$ cat config.mk
export PLATFORM = sky130hd
export DESIGN_NAME = msw_ram
export DESIGN_NICKNAME = d
export VERILOG_FILES = /design/src/rtl/core/msw_ram.sv
export SDC_FILE = /design/constraint.sdc
export NUM_CORES = 2
export LEC_CHECK = 0
export ABC_AREA = 0
export BUFFER_PORTS_ARGS = -buffer_cell sky130_fd_sc_hd__buf_2
export CELL_PAD_IN_SITES_DETAIL_PLACEMENT = 1
export CELL_PAD_IN_SITES_GLOBAL_PLACEMENT = 1
export CORE_ASPECT_RATIO = 0.8
export CORE_UTILIZATION = 56
export CTS_BUF_LIST = sky130_fd_sc_hd__clkbuf_16
export DETAILED_ROUTE_END_ITERATION = 6
export PLACE_DENSITY = 0.77
export SLEW_MARGIN = 20
export SYNTH_ARGS = -nofsm -noshare
export SYNTH_HDL_FRONTEND = slang
export SYNTH_SLANG_ARGS = --single-unit
export TNS_END_PERCENT = 100
$ cat constraint.sdc
create_clock -name clk -period 3.2 [get_ports clk]
set_clock_uncertainty 0.15 [all_clocks]
set_input_delay 0.32 -clock clk [delete_from_list [all_inputs] [get_ports clk]]
set_output_delay 0.32 -clock clk [all_outputs]
set_load 0.1 [all_outputs]
$ cat src/rtl/core/msw_ram.sv
// Simple dual-port RAM with registered read, read-before-write on a shared address
`timescale 1ns / 1ps

module msw_ram #(
    parameter int DEPTH = 256,
    parameter int WIDTH = 16
) (
    input  logic                     clk,
    input  logic                     wen,
    input  logic [$clog2(DEPTH)-1:0] waddr,
    input  logic [WIDTH-1:0]         wdata,
    input  logic                     ren,
    input  logic [$clog2(DEPTH)-1:0] raddr,
    output logic [WIDTH-1:0]         rdata
);

    logic [WIDTH-1:0] mem [DEPTH];

    always_ff @(posedge clk)
    begin
        if (wen)
        begin
            mem[waddr] <= wdata;
        end
    end

    always_ff @(posedge clk)
    begin
        if (ren)
        begin
            rdata <= mem[raddr];
        end
    end

endmodule

# Word level (Yosys, flattened, before mapping)
# Memory sizes are Yosys's and may differ from the RTL's. A register that Yosys moved wholly into a read port is not among the register bits.
# Cells that the tools add are included.
word_totals:
  out_inout_bits: 16
  memories: 1
  reg_bits: 0
  mem_bits_rw: 4096
  in_bits: 35
  word_cells: 3
op_classes:
  muxes: 2
mem_list:
  columns: ["name", "words", "width", "read_ports", "rd_ports_with_merged_regs", "write_ports", "line", "source"]
  rows:
  - ["mem", 256, 16, 1, 1, 1, "17", "logic [WIDTH-1:0] mem [DEPTH];"]
op_table:
  columns: ["cell", "n"]
  rows:
  - ["$mux W1", 2]

# Logic depth before layout (Yosys ltp)
depth:
  ltp_word: 2
  depth_mapped: 12
  depth_no_buf: 6

# Worst setup path after synthesis
# No wires, ideal clock.
synth_timing:
  path_type: "input -> register"
  start: "in raddr[0]"
  end: "reg rdata[4], read port of mem, data pin"
  cell_stages: 8
  required_time_ns: 2.785
  arrival_time_ns: 2.304
  path_slack_ns: 0.481
  path_cell_list: "buf_6 buf_6 buf_2 mux4_2 mux4_2 a22o_1 o32ai_2 nor4_2"
synth_rtl:
  columns: ["item", "line", "source"]
  rows:
  - ["start: declaration", "13", "input logic [$clog2(DEPTH)-1:0] raddr,"]
  - ["end: declaration", "14", "output logic [WIDTH-1:0] rdata"]

==> flow_metrics.py <==
metrics = {
    "run_status": {
        "status": "finished with violations",
        "violations": "negative setup slack",
    },
    "sta": {
        "period_needed_ns": 3.214,
        "hold_viol": 0,
        "rsz0062_at_grt": "no",
        "period_share_pct": 100.4,
        "fmax_mhz": 311.1,
        "slew-limit-headroom_pct": 9.612,
        "worstMarginPinSlew_ns": 1.344,
        "maxSlewViolCount": 0,
        "finalSetupViolations": 2,
        "finalWorstSetupSlack_ns": -0.01435,
        "tns_ns": -0.02547,
    },
    "placement": {
        "pre_cts_slack_ns": -0.7576,
        "dp_hpwl_mm": 292.5,
        "dpl-instance-area_um2": 170100,
        "portBuffers": 50,
        "place_inst": 11660,
        "gp_congestion": 0.9669,
    },
    "detailed_routing": {
        "viasPerCell": 7.068,
        "vias": 87670,
        "drt_first_pass_iters": 6,
        "drtIter0Drc": 14200,
        "route.detailed.wl_per_inst_um": 40.42,
        "drc": 0,
        "drt_wl_total_mm": 501.3,
        "drt.antenna.violating_nets": 0,
    },
    "setup_path": {
        "r2r_slack_ns": 0.01,
        "crit_buf_inv": 7,
        "worstPathRequired_ns": 3.75,
        "crit_path_max_fanout": 25,
        "reg2reg_to": "rdata[6]",
        "crit_path_top_delay_cell": "nor3_1",
        "r2r-start": "mem[55][6]",
        "path_cells": "buf_12 -> buf_4 -> buf_12 -> buf_12 -> buf_4 -> mux4_2 -> o22ai_1 -> nor3_1 -> buf_4 -> nor3_1 -> buf_4 -> nor4_1",
        "critical_path_class": "in -> reg",
        "crit_top_cell": "buf_4",
        "slowest_delay_ns": 0.85,
        "crit_family": "buffers and inverters",
        "worst-r2r-cell-count": 6,
        "cp.arrival_ns": 3.76,
        "critPathLaunchType": "input pin",
        "crit_path_end_kind": "flip-flop",
    },
    "floorplan": {
        "die_x_um": 597.5,
        "num_rows": 174,
        "boundaryPins": 51,
        "die_area_um2": 285900,
        "die_h_um": 478.4,
        "start_util_pct": 56.44,
        "core_um2": 281500,
    },
    "yosys": {
        "ys_ff_latch": 4112,
        "synth_seq_area_share_pct": 77.72,
        "yosys_warnings": 0,
        "synth_cell_types": 51,
        "syn_inst": 7360,
        "synth_nets": 7395,
        "syn-cell-area_um2": 158900,
        "syn_area_per_cell_um2": 21.59,
    },
    "clocking": {
        "cts_setup_buffers": 0,
        "cts_max_path_buffers": 4,
        "ctsResizeCount": 0,
        "root_buffer": "clkbuf_16",
        "clock_latency_ns": 0.97,
        "path_clk_slew_ns": 0.07,
        "clock_sinks": 4112,
        "cts_tree": "yes",
        "cts_made_buffers": 393,
        "cts_max_level": 5,
    },
    "grt": {
        "grt_pass1_wl_mm": 688.0,
        "grt_start_max_net_pins": 131,
        "globalRouteOverflowTotal": 0,
        "antenna_found_initial": 39,
        "grt_pass1_vias": 89450,
        "grt_usage_pct": 34.33,
    },
    "worst_hold_path": {
        "worstHoldEndpoint": "mem[173][6]",
        "hold_depth": 4,
        "hold_class": "in -> reg",
        "min-delay-start": "waddr[2]",
    },
    "power_and_ir_drop": {
        "power_mw": 112.9,
        "irDropWorstVdd_uv": 633.2,
        "leakage_nw": 59.53,
        "p_per_area_nw_per_um2": 617.2,
    },
    "layout": {
        "fin_nets": 8323,
        "fin_cells": 12400,
        "area_growth_pct": 15.11,
        "drive_above_1_share_pct": 28.77,
        "fin_area_um2": 182900,
    },
    "run": {
        "drv_cap": 0,
    },
}
cell type report:
type	count	area [um^2]
clock buffer	399	9985
tap	3784	4735
inverter	4	27.53
multi-input combinational	2792	32940
timing repair buffer	985	9161
antenna	26	65.06
clock inverter	301	2494
sequential	4112	123500
fill	22480	98620
synth_stat cells (all sizes together):
master	number	share of area, %
mux2i	565	3.6
nor4	18	0.075
or4b	1	0.0063
o21ai	38	0.12
mux4	797	11
nand3b	1	0.0047
a21oi	175	0.55
nor4bb	2	0.013
mux2	88	0.62
a221oi	28	0.15
edfxtp	4112	78
nand2	38	0.090
a22oi	43	0.20
nor2b	9	0.035
or2	5	0.020
nor3	92	0.29
a211oi	18	0.085
and4	2	0.011
a2111oi	6	0.033
o22ai	148	0.58
nor3b	1	0.0047
nand3	35	0.11
nand4	26	0.10
o32ai	21	0.12
and3	11	0.043
nand4b	3	0.017
a21o	2	0.0094
o31ai	16	0.076
and2	2	0.0079
nor2	304	0.72
o221ai	253	1.4
clkbuf	230	0.54
a22o	32	0.18
inv	4	0.0094
a31oi	6	0.024
nand2b	3	0.012
or3	2	0.0079
or3b	1	0.0055
buf	222	1.1
repair_timing:
item,CTS,global route
hold buffers,17,0
hold endpoints to repair,1319,0
endpoints found under the setup margin,0,0
per-stage QoR:
| stage | utilization, % | hold WS [ns] |
|---|---|---|
| final | 64.97 | 0.08594 |
| after detailed placement | 60.44 | 0.5516 |
| after floorplan | - | 0.2689 |
| after CTS | 64.93 | 0.03275 |
| after global routing | 64.95 | 0.1023 |
| after global placement | 60.44 | 0.5414 |
placed cells by master (no fill, tap or decap), types with 28 or more instances in the layout:
cell type  netlist  routed
nor3_1          92      90
a22oi_1         43      43
clkinv_2         0      65
a21oi_1        175     175
o22ai_1        148     148
inv_1            3      86
nor2_1         304     244
a221oi_1        28      28
edfxtp_1      4112    4112
mux2i_1        565     565
mux2_2          88      88
nor2_2           0      60
o221ai_1       252     252
a22o_1          32      32
buf_12           5     131
clkbuf_16        0     399
o21ai_0         37      36
clkinv_1         0      82
mux4_2         797     797
nand2_1         38      38
buf_4           26     788
bufinv_16        0      39
buf_2           76      29
registers in the layout, indices dropped and copies added (netlist names):
signal / cells
mem: 4096
rdata: 16
kinds of logic after synthesis:
| family | synth area share, % |
|---|---|
| AND/OR/NAND/NOR | 1.573 |
| flip-flops | 77.72 |
| multiplexers | 15.48 |
| AO/OA/AOI/OAI | 3.534 |
| buffers and inverters | 1.692 |
tightest hold or removal path, delay by kind of cell:
| kind | cells | cell delay (ns) |
|---|---|---|
| buffers and inverters | 2 | 0.37 |
| and+or+nand+nor | 2 | 0.31 |
power by group:
group          internal, mW  total, mW  switching, mW
logic                  2.33       6.69           4.36
clock network          25.8       46.7           20.9
registers              59.4       59.5         0.0943
metal layers:
layer / up-vias / track usage, % / share of wire [%]
met5: - / 0 / 0.021
met1: 45820 / 46.21 / 35
met3: 1462 / 8.969 / 13
met2: 7218 / 53.32 / 47
li1: 33150 / - / -
met4: 18 / 15.40 / 5.6
worst max-delay path by stage:
stage | from | end | slack [ns] | cells after the start
floorplan | raddr[0] | rdata[4] | 0.48 | 8
global placement | raddr[0] | rdata[8] | -0.67 | 12
detailed placement | raddr[0] | rdata[8] | -0.76 | 12
CTS | mem[11][4] | rdata[4] | 0.09 | 7
global route | raddr[0] | rdata[13] | 0.02 | 13
finish | raddr[0] | rdata[8] | -0.01 | 12
(Power assumes the default switching activity.)
